## src/rtl/rvie_pkg.sv

```systemverilog
// Shared types, opcodes and constants of the register VM instruction executor.
package rvie_pkg;

   localparam int MemBytes     = 65536;
   localparam int ProgramBytes = 65536;
   localparam int AddrW        = $clog2(MemBytes);
   localparam int BankAddrW    = AddrW - 2;
   localparam int QueueDepth   = 2;

   localparam logic [7:0] OP_NOP = 8'h00;
   localparam logic [7:0] OP_ADD = 8'h01;
   localparam logic [7:0] OP_SUB = 8'h02;
   localparam logic [7:0] OP_AND = 8'h03;
   localparam logic [7:0] OP_OR  = 8'h04;
   localparam logic [7:0] OP_XOR = 8'h05;
   localparam logic [7:0] OP_NOT = 8'h06;
   localparam logic [7:0] OP_LSH = 8'h07;
   localparam logic [7:0] OP_ASH = 8'h08;
   localparam logic [7:0] OP_TCU = 8'h09;
   localparam logic [7:0] OP_TCS = 8'h0A;
   localparam logic [7:0] OP_SET = 8'h0B;
   localparam logic [7:0] OP_MOV = 8'h0C;
   localparam logic [7:0] OP_LDW = 8'h0D;
   localparam logic [7:0] OP_STW = 8'h0E;
   localparam logic [7:0] OP_LDB = 8'h0F;
   localparam logic [7:0] OP_STB = 8'h10;

   localparam logic [1:0] ST_EXEC = 2'd0;
   localparam logic [1:0] ST_BAD  = 2'd1;
   localparam logic [1:0] ST_DONE = 2'd2;

   typedef struct packed {
      logic [7:0] opcode;
      logic [4:0] ra;
      logic [4:0] rb;
      logic [4:0] rc;
      logic [7:0] fb;
      logic [7:0] fc;
   } instr_type;

   typedef struct packed {
      logic [1:0]  status;
      logic [31:0] next_pc;
      logic [14:0] bad_line;
      logic        reg_written;
      logic [4:0]  reg_index;
      logic [31:0] reg_value;
   } result_type;

endpackage

```

## src/rtl/rvie_front.sv

```systemverilog
// Front end: accepts instruction items, decodes fields, feeds a short queue.
module rvie_front import rvie_pkg::*; (
   input  logic        clock,
   input  logic        reset,
   input  logic        req_tvalid,
   output logic        req_tready,
   input  logic [31:0] req_tdata,
   output logic        q_valid,
   input  logic        q_pop,
   output instr_type   q_instr
);
   localparam int PtrW = $clog2(QueueDepth);

   instr_type             slot_ff [QueueDepth];
   logic [PtrW-1:0]       wr_ptr_ff, rd_ptr_ff;
   logic [PtrW:0]         count_ff;
   logic                  push;
   instr_type             dec;

   always_comb begin
      dec.opcode = req_tdata[7:0];
      dec.ra     = req_tdata[12:8];
      dec.fb     = req_tdata[23:16];
      dec.rb     = req_tdata[20:16];
      dec.fc     = req_tdata[31:24];
      dec.rc     = req_tdata[28:24];
   end

   assign req_tready = (count_ff != (PtrW+1)'(QueueDepth));
   assign push       = req_tvalid && req_tready;
   assign q_valid    = (count_ff != '0);
   assign q_instr    = slot_ff[rd_ptr_ff];

   always_ff @(posedge clock) begin
      if (reset) begin
         wr_ptr_ff <= '0;
         rd_ptr_ff <= '0;
         count_ff  <= '0;
      end else begin
         if (push) begin
            wr_ptr_ff <= wr_ptr_ff + 1'b1;
         end
         if (q_pop) begin
            rd_ptr_ff <= rd_ptr_ff + 1'b1;
         end
         count_ff <= count_ff + (PtrW+1)'(push) - (PtrW+1)'(q_pop);
      end
   end

   always_ff @(posedge clock) begin
      if (push) begin
         slot_ff[wr_ptr_ff] <= dec;
      end
   end

   always_ff @(posedge clock) begin
      if (!reset) begin
         assert (!(q_pop && !q_valid)) else $error("pop from empty queue");
         assert (count_ff <= (PtrW+1)'(QueueDepth)) else $error("queue overflow");
      end
   end
   a_no_push_full: assert property (@(posedge clock) disable iff (reset)
      (count_ff == (PtrW+1)'(QueueDepth)) |-> !push) else $error("push when full");
   a_count_step: assert property (@(posedge clock) disable iff (reset)
      (push && !q_pop) |=> (count_ff == $past(count_ff) + 1'b1))
      else $error("count mismatch");
endmodule

```

## config.mk

```make
export PLATFORM = sky130hd
export DESIGN_NAME = rvie_front
export DESIGN_NICKNAME = d
export VERILOG_FILES = /design/src/rtl/rvie_pkg.sv /design/src/rtl/rvie_front.sv
export SDC_FILE = /design/constraint.sdc
export NUM_CORES = 1
export LEC_CHECK = 0
export BUFFER_PORTS_ARGS = -buffer_cell sky130_fd_sc_hd__buf_4
export CORE_ASPECT_RATIO = 0.5
export CORE_MARGIN = 4
export CORE_UTILIZATION = 35
export CTS_BUF_LIST = sky130_fd_sc_hd__clkbuf_4 sky130_fd_sc_hd__clkbuf_8
export DETAILED_ROUTE_END_ITERATION = 6
export SETUP_SLACK_MARGIN = 0.1
export SLEW_MARGIN = 0
export SYNTH_ARGS = -nofsm -noshare
export SYNTH_HDL_FRONTEND = slang
export SYNTH_SLANG_ARGS = --single-unit
```

## constraint.sdc

```tcl
create_clock -name clock -period 2.3 [get_ports clock]
set_input_delay 0.23 -clock clock [delete_from_list [all_inputs] [get_ports clock]]
set_output_delay 0.23 -clock clock [all_outputs]
set_load 0.1 [all_outputs]
```

## Yosys cells after proc, flatten, opt, wreduce, memory -nomap -nowiden

Memories as Yosys holds them, arrays and structs flattened. A register that Yosys moved wholly into a read port is not among the register bits.
Cells that the tools add are included.

| word-level totals | value |
|---|---|
| flip-flop bits (word level) | 4 |
| latch bits | 0 |
| RAM bits | 78 |
| bits in read-only memories | 0 |
| word-level logic and storage cells | 15 |
| memories kept | 1 |

Memory list:

| name | depth | bits a word | read ports | clocked after memory_dff | wr ports | line | text |
|---|---|---|---|---|---|---|---|
| slot_ff | 2 | 39 | 1 | 1 | 1 | rvie_front.sv:14 | `instr_type slot_ff [QueueDepth];` |

| operators by class | value |
|---|---|
| add/sub/neg operators | 4 |
| $mul | 0 |
| div/mod/pow operators | 0 |
| $lt $le $gt $ge | 0 |
| equality and inequality tests | 1 |
| shift operators | 0 |
| multiplexer cells | 4 |
| bitwise operators | 0 |
| reduce and logical (&&, ||, !) cells | 2 |

Operator list:

| operator | number |
|---|---|
| $mux W1 | 4 |
| $add A1 B1 Y1 const B | 2 |
| $add A2 B1 Y2 | 1 |
| $ne A2 B2 Y1 const B | 1 |
| $reduce_bool A2 Y1 | 1 |
| $sub A2 B1 Y2 | 1 |
| $logic_and A1 B1 Y1 | 1 |

## Longest topological paths before layout

| logic depth | value |
|---|---|
| depth in word-level cells | 4 |
| mapped depth | 7 |
| mapped depth without buffers | 7 |

## Least setup slack after synthesis

OpenSTA, ideal clock, no wires.

| timing | value |
|---|---|
| kind | reg2reg |
| from | register count_ff[0] |
| to | memory slot_ff[1][13] (netlist bit) (enable) |
| library setup time | 0.389 ns |
| arrival | 2.087 ns |
| data required time | 1.911 ns |
| slack | -0.175 ns |
| cell stages (with the launch flop) | 3 |
| path through | dfxtp_1 > nand2b_1 > and3_1 |

| between the ends | value |
|---|---|
| longest elaborated chain between the ends | 4 |

RTL lines:

| element | line | text |
|---|---|---|
| start: declaration | rvie_front.sv:16 | `logic [PtrW:0] count_ff;` |
| start signal: assignment | rvie_front.sv:46 | `count_ff <= count_ff + (PtrW+1)'(push) - (PtrW+1)'(q_pop);` |
| $ne A2 B2 Y1 | rvie_front.sv:29 | `assign req_tready = (count_ff != (PtrW+1)'(QueueDepth));` |
| net req_tready | rvie_front.sv:6 | `output logic req_tready,` |
| $logic_and A1 B1 Y1 | rvie_front.sv:30 | `assign push = req_tvalid && req_tready;` |
| $mux W1 | rvie_front.sv:51 | `if (push) begin` |
| $mux W1 (not written as such) | rvie_front.sv:52 | `slot_ff[wr_ptr_ff] <= dec;` |
| end: declaration | rvie_front.sv:14 |  |

The timed path passes the listed nets, and every way through them passes these cells.

==> results.yml <==
run_status:
  status: "complete, no violations"
layout:
  area_growth_syn_to_layout_pct: 31.8
  n_antenna_cell: 0
  final_core_util_pct: 47.5
  layout.nets: 240
  drive_gt1_share_pct: 55.8
logic_synthesis:
  yosysSeqAreaShare_pct: 76.2
  synth_top_area_cell: "edfxtp_1"
  synth_area_leaders: "edfxtp_1 (72%), mux2_2 (11%), dfxtp_1 (4.1%)"
  synth_area_sq_mm: 0.00242
  avgSynthCellArea_sq_um: 18.7
  synth.distinct_cells: 23
  synth_seq_cells: 63
  synthCells: 129
  yosysTopAreaCellShare_pct: 72.1
  syn_nets: 166
  yosysWarnings: 0
cts:
  cts_hold_buf: 0
  clk_path_buf_depth: 2
  cts-root-buf: "clkbuf_8"
  clkSinkCount: 63
  htreeDepth: 3
  cts_tree: "built"
  cts_resized: 0
  cts_setup_buffers: 0
  clock_latency_ns: 0.33
  cts-buffers-inserted: 9
  clkSlewWorstSetupHoldPaths_ns: 0.07
job:
  cap_violations: 0
routing:
  drt-initial-drc-count: 54
  routed_wl_microns: 4240
  ant_nets: 0
  wl_per_cell_microns: 14.1
  first_pass_iters: 4
  via_count: 1294
  drt-vias-per-instance: 4.31
  drc: 0
power:
  pwr_density_cell_mw_per_mm2: 1050
  irDropWorstVdd_v: 0.000479
  p_leak_uw: 0.00121
timing:
  hold_viol: 0
  slew_headroom_pct: 72.8
  finalSetupViolations: 0
  post-route-period-util_pct: 81.9
  rsz0062_at_grt: "false"
  worst_pin_slew_ns: 0.408
  fin_setup_tns_ns: 0
  fin_skew_ns: 0.00653
  min_period_ns: 1.88
  max_freq_mhz: 531
  final_max_slew_viol_count: 0
worst_setup_path:
  path_max_fanout: 29
  worstPathArrival_ns: 1.65
  crit_type: "reg -> out"
  required_ns: 2.07
  endpoint_kind: "primary output"
  cp-start-kind: "flip-flop"
floorplanning:
  chipHeight_microns: 66.8
  die_w_microns: 126
  start_util_pct: 36.1
  core_area_sq_mm: 0.00670
  row_count: 21
  dieArea_sq_mm: 0.00838
  io_pins: 77
global_routing:
  grt_usage_pct: 10.6
  antenna_found_initial: 0
  grt_pass1_wl_microns: 6580
  grt_pass1_vias: 1416
  gr-total-overflow: 0
  grt_start_max_net_pins: 30
placement:
  port_buffers: 73
  place.detailed.hpwl_microns: 2860
  place_congestion: 0.714
worst_hold_path:
  hold_class: "in -> reg"
-- cell usage in the layout, fill, tap and decap left out, drive strengths merged --
| cell | Yosys | routed |
|---|---|---|
| clkinv | 0 | 5 |
| a2111oi | 1 | 1 |
| nand3b | 1 | 1 |
| a21bo | 1 | 1 |
| clkbuf | 0 | 10 |
| or2 | 1 | 1 |
| ha | 1 | 1 |
| nor2b | 1 | 1 |
| nand2 | 1 | 1 |
| or4b | 1 | 1 |
| nor2 | 3 | 3 |
| buf | 13 | 76 |
| nand4 | 2 | 2 |
| a21oi | 1 | 1 |
| and3 | 1 | 1 |
| nand2b | 1 | 1 |
| edfxtp | 58 | 58 |
| mux2 | 29 | 29 |
| dfxtp | 5 | 5 |
| inv | 4 | 4 |
| xnor2 | 2 | 2 |
| clkinvlp | 0 | 1 |
| nand4b | 1 | 1 |
| a21boi | 1 | 1 |
-- cell usage after synthesis --
cell and instances:
nor2b_1 1, xnor2_1 2, mux2_1 5, or4b_1 1, buf_2 2, mux2_2 24, edfxtp_1 58, nand4b_1 1
nor2_1 3, a21boi_1 1, a21bo_2 1, buf_4 11, or2_2 1, nand4_1 2, dfxtp_1 5, inv_1 4
ha_1 1, a21oi_1 1, nand2_1 1, a2111oi_0 1, nand3b_1 1, nand2b_1 1, and3_1 1
-- final cells by class --
type	count	area (sq um)
clock buffer	10	131
clock inverter	6	27.5
fill	596	3520
inverter	4	15.0
multi-input combinational	49	470
sequential	63	1840
tap	92	115
timing repair buffer	76	583
-- logic make-up after synthesis --
kind of cell / Yosys count / synth area share (%)
DFF: 63 / 76.2
muxes: 29 / 13.5
buffers and inverters: 17 / 4.45
and+or+nand+nor: 13 / 3.26
AOI/OAI and AO/OA: 4 / 1.29
xor gates and xnor gates: 2 / 0.725
adders and majority gates: 1 / 0.518
-- through the flow --
step                cell area, sq um  instances  power, uW  worst slack (ns)  hold slack, ns
CTS                             3180        300       3390             0.370          0.0582
finish                          3180        300       3340             0.416          0.0798
global placement                3030        284       2590             0.725           0.416
floorplan                       2420        129       2380             0.220           0.299
detailed placement              3030        284       2610             0.640           0.418
global route                    3180        300       3490             0.313          0.0482
-- power by group --
| part | internal, uW | switching, uW | leakage (uW) |
|---|---|---|---|
| logic | 259 | 918 | 0.000550 |
| registers | 1370 | 26.9 | 0.000583 |
| clock network | 386 | 387 | 0.0000796 |
| total | 2010 | 1330 | 0.00121 |
-- final timing paths --
| check | start | endpoint | slack [ns] | depth (start not counted) |
|---|---|---|---|---|
| max | flip-flop | q_instr[23] | 0.42 | 3 |
| max reg2reg | count_ff[0]$_SDFF_PP0_ | count_ff[1]$_SDFF_PP0_ | 0.63 | 6 |
| min reg2reg | rd_ptr_ff$_SDFFE_PP0P_ | rd_ptr_ff$_SDFFE_PP0P_ | 0.52 | 2 |
| min | req_tdata[21] | slot_ff[0][13]$_DFFE_PP_ | 0.08 | 1 |
-- worst max-delay path, cell delays in order (launching register included) --
cell,delay (ns)
dfxtp_1,0.31
buf_4,0.35
mux2_2,0.40
buf_4,0.24
-- registers in the layout, summed over array words and instances, names as in the netlist, named ones only --
signal     count
rd_ptr_ff      1
count_ff       2
slot_ff       58
wr_ptr_ff      1
-- metal layers --
layer | global-route usage (%) | wire length (microns)
met4 | 3.24 | 32
met3 | 5.36 | 205
met2 | 19.2 | 2330
met1 | 11.1 | 1670
met5 | 0 | 0
Power figures use the tool's default switching activity.
